**src/hw/rtl/salc_pkg.sv**
```systemverilog
// salc_pkg: shared constants, types and helpers of the LRU cache simulator.
// No dependencies; every other file refers to it by scoped names.
package salc_pkg;

  // Cache geometry
  localparam int MAX_SETS   = 256;
  localparam int MAX_WAYS   = 8;
  localparam int SET_W      = (MAX_SETS > 1) ? $clog2(MAX_SETS) : 1;
  localparam int WAY_W      = (MAX_WAYS > 1) ? $clog2(MAX_WAYS) : 1;
  localparam int WCNT_W     = $clog2(MAX_WAYS + 1);

  // Field widths
  localparam int ADDR_W     = 64;
  localparam int TAG_W      = 64;
  localparam int STAMP_W    = 64;
  localparam int TOTAL_W    = 32;
  localparam int SHIFT_W    = 7;
  localparam int SIB_W      = 4;
  localparam int WAYS_CFG_W = 4;
  localparam int BOB_W      = 6;

  // Configuration port
  localparam int CFG_ADDR_W = 4;
  localparam int CFG_DATA_W = 32;
  localparam logic [1:0] REG_SET_INDEX_BITS    = 2'd0;
  localparam logic [1:0] REG_WAYS_IN_USE       = 2'd1;
  localparam logic [1:0] REG_BLOCK_OFFSET_BITS = 2'd2;

  typedef logic [TAG_W-1:0]   tag_t;
  typedef logic [STAMP_W-1:0] stamp_t;
  typedef logic [TOTAL_W-1:0] total_t;

  // Access kinds; an ignored access changes nothing and returns no item
  typedef enum logic [1:0] {
    REQ_LOAD,
    REQ_STORE,
    REQ_MODIFY,
    REQ_IGNORE
  } req_type_t;

  // One memory row holds a whole set
  typedef struct packed {
    logic [MAX_WAYS-1:0]   valid;
    tag_t [MAX_WAYS-1:0]   tag;
    stamp_t [MAX_WAYS-1:0] stamp;
  } row_t;

  // Replacement candidates handed to the LRU picker
  typedef struct packed {
    logic [MAX_WAYS-1:0]   en;
    stamp_t [MAX_WAYS-1:0] stamp;
  } cand_t;

  typedef enum logic [2:0] {
    ST_CLEAR,
    ST_IDLE,
    ST_LOOK,
    ST_PICK,
    ST_DONE
  } state_t;

  // Saturating increment of a running total
  function automatic total_t sat_inc(total_t v);
    return (v == '1) ? v : v + total_t'(1);
  endfunction

endpackage

```
**src/hw/rtl/salc_victim.sv**
```systemverilog
// salc_victim: LRU way picker, a registered pairwise stage then a short scan.
// Depends on salc_pkg. Result is valid in the cycle after the candidates.
module salc_victim (
  input  logic                          clk,
  input  salc_pkg::cand_t               cand,
  output logic [salc_pkg::WAY_W-1:0]    victim
);

  localparam int HALF = (salc_pkg::MAX_WAYS + 1) / 2;
  localparam int PAD  = 2 * HALF;

  logic                     pad_en [PAD];
  salc_pkg::stamp_t         pad_st [PAD];
  logic                     l1_en_c  [HALF];
  salc_pkg::stamp_t         l1_st_c  [HALF];
  logic [salc_pkg::WAY_W-1:0] l1_idx_c [HALF];
  logic                     l1_en_r  [HALF];
  salc_pkg::stamp_t         l1_st_r  [HALF];
  logic [salc_pkg::WAY_W-1:0] l1_idx_r [HALF];

  // Pad to an even count; pad slots never win
  always_comb begin
    for (int w = 0; w < PAD; w++) begin
      if (w < salc_pkg::MAX_WAYS) begin
        pad_en[w] = cand.en[w];
        pad_st[w] = cand.stamp[w];
      end else begin
        pad_en[w] = 1'b0;
        pad_st[w] = '0;
      end
    end
  end

  // First level: lower way of each pair wins ties
  always_comb begin
    for (int j = 0; j < HALF; j++) begin
      if (pad_en[2*j+1] && (!pad_en[2*j] || (pad_st[2*j+1] < pad_st[2*j]))) begin
        l1_en_c[j]  = 1'b1;
        l1_st_c[j]  = pad_st[2*j+1];
        l1_idx_c[j] = salc_pkg::WAY_W'(2*j+1);
      end else begin
        l1_en_c[j]  = pad_en[2*j];
        l1_st_c[j]  = pad_st[2*j];
        l1_idx_c[j] = salc_pkg::WAY_W'(2*j);
      end
    end
  end

  always_ff @(posedge clk) begin
    for (int j = 0; j < HALF; j++) begin
      l1_en_r[j]  <= l1_en_c[j];
      l1_st_r[j]  <= l1_st_c[j];
      l1_idx_r[j] <= l1_idx_c[j];
    end
  end

  // Scan the pair winners in way order; strict compare keeps the lowest way
  always_comb begin
    logic             best_en;
    salc_pkg::stamp_t best_st;
    best_en = l1_en_r[0];
    best_st = l1_st_r[0];
    victim  = l1_idx_r[0];
    for (int j = 1; j < HALF; j++) begin
      if (l1_en_r[j] && (!best_en || (l1_st_r[j] < best_st))) begin
        best_en = 1'b1;
        best_st = l1_st_r[j];
        victim  = l1_idx_r[j];
      end
    end
  end

endmodule

```
**config.mk**
```make
export PLATFORM = sky130hd
export DESIGN_NAME = salc_victim
export DESIGN_NICKNAME = d
export VERILOG_FILES = /design/src/hw/rtl/salc_pkg.sv /design/src/hw/rtl/salc_victim.sv
export SDC_FILE = /design/constraint.sdc
export NUM_CORES = 1
export LEC_CHECK = 0
export BUFFER_PORTS_ARGS = -buffer_cell sky130_fd_sc_hd__buf_2
export CAP_MARGIN = 20
export CORE_ASPECT_RATIO = 2
export CORE_MARGIN = 2
export CORE_UTILIZATION = 55
export CTS_CLUSTER_SIZE = 12
export DETAILED_ROUTE_END_ITERATION = 10
export PLACE_DENSITY = 0.84
export SLEW_MARGIN = 20
export SYNTH_ARGS = -nofsm -noshare
export SYNTH_HDL_FRONTEND = slang
export SYNTH_SLANG_ARGS = --single-unit
```
**constraint.sdc**
```tcl
create_clock -name clk -period 8.75 [get_ports clk]
set_clock_uncertainty 0.05 [all_clocks]
set_input_delay 0.875 -clock clk [delete_from_list [all_inputs] [get_ports clk]]
set_output_delay 0.875 -clock clk [all_outputs]
set_load 0.03 [all_outputs]
```
Yosys cells after proc, flatten, opt, wreduce, memory -nomap -nowiden

Memory sizes are Yosys's and may differ from the RTL's.
Cells that the tools add are included.

Multiplexer cells: 19
Magnitude comparators: 7
Reduce and logical (&&, ||, !) cells: 21

Operators by type and width:

| cell                | count |
|---|---|
| < comparator 64 bit | 7 |
| two-way mux 64 bit  | 6 |
| two-way mux 1 bit   | 10 |
| two-way mux 3 bit   | 3 |
| logical AND 1 bit   | 7 |
| zero test 1 bit     | 7 |
| logical OR 1 bit    | 7 |

RAM bits: 272
Output and inout bits: 3
Bits in registers: 0
Logic and storage cells: 50
Memories kept: 3
Bits of input ports: 521

Memory list:

| name     | depth | bits a word | rd ports | clocked after memory_dff | write ports | line              | source |
|---|---|---|---|---|---|---|---|
| l1_st_r  | 4     | 64          | 4        | 0                        | 4           | salc_victim.sv:18 | `salc_pkg::stamp_t l1_st_r [HALF];` |
| l1_idx_r | 4     | 3           | 4        | 0                        | 4           | salc_victim.sv:19 | `logic [salc_pkg::WAY_W-1:0] l1_idx_r [HALF];` |
| l1_en_r  | 4     | 1           | 4        | 0                        | 4           | salc_victim.sv:17 | `logic l1_en_r [HALF];` |

Longest topological paths before layout

Gate-level depths: netlist of the first run.
An unclocked memory read counts as a cell.

Depth after elaboration: 13
Depth in mapped cells: 36

Worst setup path after synthesis of the first run

Ideal clock, no wire load.

Path type: register to output
From: mem l1_st_r[0][14] in the netlist's numbering
To: out victim[0] in the netlist's numbering
Path buffers: 4
Cell stages (with the launch flop): 35
Setup slack: 0.980 ns
Arrival time: 6.845 ns
Required time: 7.825 ns
Cell sequence: dfxtp_1 > inv_1 > ha_1 > and4_1 > nand4_1 > a2111o_1 > nand2_1 > o311a_1 > nor2_1 > a31oi_1 > buf_2 > buf_4 > mux2i_1 > ha_1 > nand2_1 > nor4_1 > nand2_1 > nor4b_1 > nor4_1 > a221oi_1 > o21a_1 > buf_4 > clkbuf_1 > o21ai_0 > ha_1 > a21o_1 > a21o_1 > a21oi_1 > nor2_1 > a2111oi_0 > nor3_1 > o32a_1 > a2111oi_0 > o21ai_1 > mux2_2

RTL lines:

| item               | line              | source |
|---|---|---|
| start: declaration | salc_victim.sv:18 |  |
| end: declaration   | salc_victim.sv:6  | `output logic [salc_pkg::WAY_W-1:0] victim` |

==> results of run 1 <==
repair_timing:
item | CTS | global route
pin swaps | 30 | 56
gates cloned | 4 | 4
setup endpoints to repair | 3 | 3
buffers inserted | 20 | 25
gates resized for setup | 118 | 114
per-layer routing:
layer	vias to the layer above	wire length [µm]	global-route usage (%)
met2	1117	44100	71.2
met1	10700	28000	36.6
met5	-	90	0
met3	436	5110	6.24
li1	10600	-	-
met4	12	9350	34.0
path summary, 6_finish.rpt:
kind                                   from                endpoint  slack [ps]  cells past startpoint
worst max-delay path  l1_st_r[0][6]$_DFF_P_               victim[0]        -100                     38
worst min-delay path              cand[180]  l1_st_r[1][52]$_DFF_P_         490                      2
stage by stage:
step / setup WS [ps] / std cells / power [mW] / utilization (%) / TNS, ps
CTS: 3.51 / 3674 / 4.74 / 67.6 / 0
finish: -102 / 3715 / 5.05 / 69.6 / -155
global placement: -170 / 3612 / 3.40 / 63.6 / -269
floorplan: 980 / 2626 / 2.71 / - / 0
detailed placement: -178 / 3612 / 3.45 / 63.6 / -285
global route: -326 / 3711 / 5.31 / 69.6 / -832
cell families (layout without fill, tap and decap cells):
| logic type | Yosys count | in the layout | synth area share, % |
|---|---|---|---|
| other | 0 | 14 | 0 |
| muxes | 258 | 258 | 13.4 |
| AOI/OAI and AO/OA | 632 | 632 | 17.5 |
| DFF | 264 | 264 | 23.5 |
| adders and majority gates | 441 | 441 | 24.5 |
| buffers and inverters | 434 | 979 | 8.10 |
| and+or+nand+nor | 597 | 597 | 13.1 |
Yosys cell counts (50+ instances only):
master	n
o21ai_0	193
o211ai_1	75
dfxtp_1	264
nand2_1	254
clkbuf_1	50
nand4_1	146
a21oi_1	119
a31oi_1	69
mux2_1	93
ha_1	441
inv_1	328
mux2i_1	63
mux2_2	53
a21o_1	100
power by group through the flow:
stage	clock (mW)	sequential [mW]	combinational, mW
final	1.07	1.48	2.50
after global routing	1.12	1.49	2.71
after CTS	1.07	1.47	2.20
after detailed placement	0	1.48	1.97
after global placement	0	1.48	1.92
after floorplan	0	1.41	1.30
registers in the layout, summed over array words and instances (netlist names):
name and cells:
l1_en_r 4, l1_idx_r 4, l1_st_r 256
area by class of cell:
type | count | area share [%]
Sequential cell | 264 | 18.9
Clock inverter | 3 | 0.0668
Timing Repair Buffer | 613 | 12.9
Antenna cell | 14 | 0.125
Clock buffer | 35 | 2.65
Multi-Input combinational cell | 1928 | 58.7
Inverter | 328 | 4.38
Tap cell | 530 | 2.36
==> tab_implementation.tex, run 1 <==
\begin{tabular}{lr}
\hline
Metric & Value \\
\hline
\multicolumn{2}{l}{\textbf{Setup path}} \\
\quad Arrival time of data at the critical path endpoint & 7930 ps \\
\quad CP Data Required Time & 7830 ps \\
\quad Number of buffer and inverter instances along the worst setup path & 9 \\
\quad Endpoint kind of the worst setup timing path & primary output \\
\quad Cell class contributing the biggest share of worst-path delay & compound AO/OA/AOI/OAI gates \\
\quad CP max stage cell & o32a\_1 \\
\quad Peak per-stage delay on the critical path & 430 ps \\
\quad Critical Path Fanout Max & 8 \\
\quad Crit start category & flop \\
\quad Start-to-end type of the worst setup path & flop to primary output \\
\quad Most Frequent Cell on Critical Path & o21ai\_1 \\
\multicolumn{2}{l}{\textbf{Global route}} \\
\quad Via count of the first global-routing pass & between 20,000 and 25,000 \\
\quad Pin count of the biggest net entering global routing & 85 \\
\quad Overall Global Routing Usage & 38.8\% \\
\quad Number of antenna violations at the first check in global routing & 16 \\
\quad Grt total ovfl & 0 \\
\quad Global-route wire length before repair & 129 mm \\
\multicolumn{2}{l}{\textbf{Synthesis}} \\
\quad Number of synthesized flops with an enable pin & 0 \\
\quad FF+latch count, synth & 264 \\
\quad Share of flip-flops with an asynchronous set or reset & 0\% \\
\quad Most used DFF post-synth & dfxtp\_1 \\
\quad Post-synthesis cell type with the largest combined area & ha\_1 \\
\quad Net count after synthesis & 3,588 \\
\quad Number of distinct standard cells referenced by the synthesized netlist & 62 \\
\quad Average size of a mapped cell & 8.57 µm² \\
\quad Top cells by area, synth & ha\_1 25\%, dfxtp\_1 23\%, inv\_1 5.5\%, mux2\_1 4.7\%, o21ai\_0 4.3\% \\
\quad Part of the Yosys area used for sequential elements & between 20\% and 30\% \\
\quad Netlist area before placement & 22,500 µm² \\
\quad Area share of the largest cell type after synthesis & 24.5\% \\
\quad Gate count after technology mapping & roughly 2,600 \\
\quad Yosys synthesis warning count & 0 \\
\multicolumn{2}{l}{\textbf{Die}} \\
\quad Die Span Y & 290 µm \\
\quad IO Pins & 524 \\
\quad Area of the die & 42,700 µm² \\
\quad Number of standard-cell rows in the floorplan & 104 \\
\quad Starting density of the core & 55.8\% \\
\quad CORE AREA & 40,300 µm² \\
\quad DIE WIDTH & 147 µm \\
\multicolumn{2}{l}{\textbf{Finish}} \\
\quad Leading cell types in the layout, fill and taps excluded & 518 x buf\_2, 422 x ha\_1, 325 x inv\_1 \\
\quad Total area of multi-input combinational cells & roughly 16,000 µm² \\
\quad Synthesis-to-layout area growth & 24.8\% \\
\quad Most common cell after layout, fill and taps aside & buf\_2 \\
\quad Register area & 5310 µm² \\
\quad Final-layout fill cell count & 3,211 \\
\quad Final instance area & between 20,000 and 30,000 µm² \\
\quad Number of nets in the layout & 4,124 \\
\quad Fraction of final layout cells sized beyond drive strength 1 & 28.6\% \\
\multicolumn{2}{l}{\textbf{Pwr}} \\
\quad Internal power consumption & 3.11 mW \\
\quad Worst ir drop on vdd & 0.154 mV \\
\quad Sw power & about 1.9 mW \\
\quad Power per standard cell area & 180 nW/µm² \\
\quad Cell leakage power & between 10 and 15 nW \\
\quad Part of the total power dissipated in the clock network & 21.2\% \\
\quad Net Sw Frac & 38.5\% \\
\quad Combinational share of power & 49.5\% \\
\quad Part of the total power dissipated in sequential elements & 29.4\% \\
\multicolumn{2}{l}{\textbf{Timing}} \\
\quad Setup repair after global routing missed its margin & yes \\
\quad Maximum operating frequency & about 110 MHz \\
\quad Min cycle time layout & about 8900 ps \\
\quad Max-slew headroom & around a quarter \\
\quad Final setup viols & 3 \\
\quad Crit path setup slack, layout & -102 ps \\
\quad WHS & 485 ps \\
\quad Ratio of final minimum period to clock period & 101\% \\
\quad Final number of max-transition violations & 0 \\
\quad Total count of hold-check failures in the final report & 0 \\
\quad Slew at the pin closest to its max-slew limit & 1100 ps \\
\multicolumn{2}{l}{\textbf{CTS}} \\
\quad CTS tree & built \\
\quad Root buffer cell & clkbuf\_16 \\
\quad Clk buf depth & 3 \\
\quad Register clock-pin slew on the reported worst setup and hold paths & 60 ps \\
\quad Post-CTS Hold Fix Bufs & 0 \\
\quad H-tree depth reported by CTS & 1 \\
\quad CTS sink cnt & 264 \\
\quad CTS buffer count & 27 \\
\multicolumn{2}{l}{\textbf{Run status}} \\
\quad Failing checks & negative setup slack \\
\quad Outcome & complete, but fails checks \\
\multicolumn{2}{l}{\textbf{Drt}} \\
\quad Via count & 22,900 \\
\quad Wirelength per Cell & about 23 µm \\
\quad Final antenna-violating net count & 0 \\
\quad DRC violation count after routing & 0 \\
\quad Detailed Routing Iterations Pass 1 & 6 \\
\quad Via-to-Cell Ratio & about 6.2 \\
\quad Number of DRC markers after the initial detailed-route iteration & 1,262 \\
\quad Total wire length & $\sim$87 mm \\
\multicolumn{2}{l}{\textbf{Placement}} \\
\quad Dpl cell area & 25,600 µm² \\
\quad Number of port buffers & 523 \\
\quad Weighted congestion reported at the end of routability-driven placement & slightly below 1 \\
\quad HPWL reported at the end of detailed placement & 69.9 mm \\
\multicolumn{2}{l}{\textbf{Flow run}} \\
\quad Number of max-cap violations & 0 \\
\multicolumn{2}{l}{\textbf{Min path}} \\
\quad Class of the most critical hold timing path & primary input to flop \\
\hline
\end{tabular}
No activity file was read; power rests on OpenSTA's default activity.
==> run 2, diff against run 1 <==
Settings changed: CORE_ASPECT_RATIO 2 to 1.4, RECOVER_POWER set to 100.
==> tab_implementation.tex, run 2 (synthesis gave the netlist of run 1 again) <==
\begin{tabular}{lr}
\hline
Metric & Value \\
\hline
\multicolumn{2}{l}{\textbf{Min path}} \\
\quad Number of stages on the worst hold path & 2 (unchanged) \\
\quad Class of the most critical hold timing path & primary input to flop (unchanged) \\
\multicolumn{2}{l}{\textbf{Placement}} \\
\quad Number of port buffers & 523 (unchanged) \\
\quad Dpl cell area & 25,500 µm² (was 25,600 µm²) \\
\quad Number of placed cells counting well taps & 3,596 (was 3,612) \\
\quad Place WS & -222 ps (was -178 ps) \\
\quad Weighted congestion reported at the end of routability-driven placement & 0.959 (was 0.973) \\
\quad HPWL reported at the end of detailed placement & 61.0 mm (was 69.9 mm) \\
\multicolumn{2}{l}{\textbf{Setup path}} \\
\quad CP Data Required Time & 7830 ps (about the same) \\
\quad CP max stage cell & a221oi\_2 (was o32a\_1) \\
\quad Start-to-end type of the worst setup path & flop to primary output (unchanged) \\
\quad Critical Path Fanout Max & 11 (was 8) \\
\quad Endpoint kind of the worst setup timing path & primary output (unchanged) \\
\quad Most Frequent Cell on Critical Path & ha\_1 (was o21ai\_1) \\
\quad Crit start category & flop (unchanged) \\
\quad Peak per-stage delay on the critical path & 400 ps (was 430 ps) \\
\quad Arrival time of data at the critical path endpoint & 8000 ps (was 7930 ps) \\
\multicolumn{2}{l}{\textbf{Drt}} \\
\quad Detailed Routing Iterations Pass 1 & 5 (was 6) \\
\quad DRC violation count after routing & 0 (unchanged) \\
\quad Final antenna-violating net count & 0 (unchanged) \\
\quad Total wire length & 78.7 mm (was 86.7 mm) \\
\quad Via count & 22,400 (was 22,900) \\
\quad Number of DRC markers after the initial detailed-route iteration & 1,303 (was 1,262) \\
\quad Via-to-Cell Ratio & 6.08 (was 6.15) \\
\quad Wirelength per Cell & 21.4 µm (was 23.3 µm) \\
\multicolumn{2}{l}{\textbf{CTS}} \\
\quad Root buffer cell & clkbuf\_16 (unchanged) \\
\quad CTS sink cnt & 264 (unchanged) \\
\quad H-tree depth reported by CTS & 1 (unchanged) \\
\quad Register clock-pin slew on the reported worst setup and hold paths & 60 ps (about the same) \\
\quad CTS tree & built (unchanged) \\
\quad CTS buffer count & 28 (was 27) \\
\quad Clk buf depth & 3 (unchanged) \\
\multicolumn{2}{l}{\textbf{Finish}} \\
\quad Number of flip-flops under the largest register name & 256 (unchanged) \\
\quad Fraction of final layout cells sized beyond drive strength 1 & 24.3\% (was 28.6\%) \\
\quad Most common cell after layout, fill and taps aside & buf\_2 (unchanged) \\
\quad Number of nets in the layout & 4,094 (was 4,124) \\
\quad Final cell count without fillers & 3,685 (was 3,715) \\
\quad Final instance area & 27,700 µm² (was 28,100 µm²) \\
\quad Largest reg by FF count & l1\_st\_r (unchanged) \\
\quad Largest registers in the final layout & l1\_st\_r: 256 flops, l1\_en\_r: 4 flops, l1\_idx\_r: 4 flops (unchanged) \\
\quad Synthesis-to-layout area growth & 23.0\% (was 24.8\%) \\
\quad Leading cell types in the layout, fill and taps excluded & 510 x buf\_2, 431 x ha\_1, 328 x inv\_1 (was 518 x buf\_2, 422 x ha\_1, 325 x inv\_1) \\
\multicolumn{2}{l}{\textbf{Run status}} \\
\quad Outcome & complete, but fails checks (unchanged) \\
\quad Failing checks & max-capacitance violations, max-slew violations, negative setup slack (was negative setup slack) \\
\multicolumn{2}{l}{\textbf{Die}} \\
\quad IO Pins & 524 (unchanged) \\
\quad Area of the die & 42,600 µm² (was 42,700 µm²) \\
\quad Die Span Y & 243 µm (was 290 µm) \\
\quad Number of standard-cell rows in the floorplan & 87 (was 104) \\
\quad Starting density of the core & 55.7\% (was 55.8\%) \\
\quad DIE WIDTH & 175 µm (was 147 µm) \\
\quad CORE AREA & 40,400 µm² (was 40,300 µm²) \\
\multicolumn{2}{l}{\textbf{Global route}} \\
\quad Number of antenna violations at the first check in global routing & 5 (was 16) \\
\quad Pin count of the biggest net entering global routing & 110 (was 85) \\
\quad Grt total ovfl & 0 (unchanged) \\
\quad Via count of the first global-routing pass & 22,000 (was 24,000) \\
\quad Global-route wire length before repair & 115 mm (was 129 mm) \\
\quad Overall Global Routing Usage & 33.7\% (was 38.8\%) \\
\multicolumn{2}{l}{\textbf{Flow run}} \\
\quad Number of max-cap violations & 9 (was 0) \\
\multicolumn{2}{l}{\textbf{Timing}} \\
\quad Min cycle time layout & 8920 ps (was 8850 ps) \\
\quad Slew at the pin closest to its max-slew limit & 4050 ps (was 1100 ps) \\
\quad Final setup viols & 2 (was 3) \\
\quad Max-slew headroom & -170\% (was 26.4\%) \\
\quad Final number of max-transition violations & 405 (was 0) \\
\quad TNS Setup & -200 ps (was -155 ps) \\
\quad Setup repair after global routing missed its margin & yes (unchanged) \\
\quad Crit path setup slack, layout & -171 ps (was -102 ps) \\
\quad Total count of hold-check failures in the final report & 0 (unchanged) \\
\quad Maximum operating frequency & 112 MHz (was 113 MHz) \\
\quad Ratio of final minimum period to clock period & 102\% (was 101\%) \\
\multicolumn{2}{l}{\textbf{Pwr}} \\
\quad Power per standard cell area & 181 nW/µm² (was 180 nW/µm²) \\
\quad Cell leakage power & 13.9 nW (was 14.2 nW) \\
\quad Worst ir drop on vdd & 0.176 mV (was 0.154 mV) \\
\hline
\end{tabular}
==> run 2: cell types whose count changed in the layout (fill, tap and decap cells not counted), moves of 7 or more <==
cell / previous run / this run
buf_4: 69 / 38
mux2_1: 93 / 161
o21ai_0: 173 / 182
ha_1: 422 / 431
nand2_1: 245 / 252
mux2i_4: 26 / 44
ha_4: 19 / 10
mux2_2: 53 / 33
clkbuf_1: 4 / 19
mux2_4: 49 / 1
buf_2: 518 / 510
mux2i_1: 19 / 6
diode_2: 14 / 4
==> run 2: final timing paths <==
kind	from	to
hold / removal	cand[150]	l1_st_r[1][22]$_DFF_P_
setup / recovery	l1_st_r[0][10]$_DFF_P_	victim[0]
==> run 2: area by class of cell <==
type	count	area [µm²]
fill	3169	12700
tap	534	668
inverter	328	1230
clock inverter	6	80.1
clock buffer	39	823
multi-input combinational	1929	16300
sequential	264	5300
timing repair buffer	581	3330
antenna	4	10.0
==> run 2: what timing repair did <==
action	in CTS	in global routing
endpoints found under the hold margin	0	0
gates resized for setup	58	131
buffers inserted	5	24
pin swaps	7	27
hold buffers	0	0
setup endpoints to repair	3	3
gates cloned	4	7
==> run 2: where the power goes <==
part / switching, mW / internal (mW) / leakage, nW
registers: 0.131 / 1.34 / 2.23
logic: 1.26 / 1.09 / 11.2
clock network: 0.487 / 0.705 / 0.449
==> run 2: metal layers <==
| layer | routed length [µm] | track usage [%] | part of all wire [%] |
|---|---|---|---|
| met5 | 0 | 0 | 0 |
| met4 | 4740 | 16.6 | 6.0 |
| met3 | 5400 | 4.04 | 6.9 |
| met2 | 38500 | 59.7 | 49 |
| met1 | 30100 | 39.9 | 38 |
==> run 2: critical path, delay by kind of cell (launching register included) <==
kind | cells | cell delay (ps)
flip-flops | 1 | 380
buffers and inverters | 6 | 1140
multiplexers | 2 | 550
AO/OA/AOI/OAI | 14 | 3000
adder cells (fa/ha/maj) | 3 | 810
AND/OR/NAND/NOR | 10 | 1560
==> run 2: metrics by stage <==
| stage | power (mW) | hold slack, ps | util [%] |
|---|---|---|---|
| floorplan | 2.71 | 929 | - |
| global placement | 3.29 | 1050 | 63.1 |
| detailed placement | 3.35 | 1050 | 63.1 |
| CTS | 4.69 | 478 | 66.4 |
| global route | 5.28 | 489 | 68.6 |
| finish | 5.02 | 489 | 68.6 |
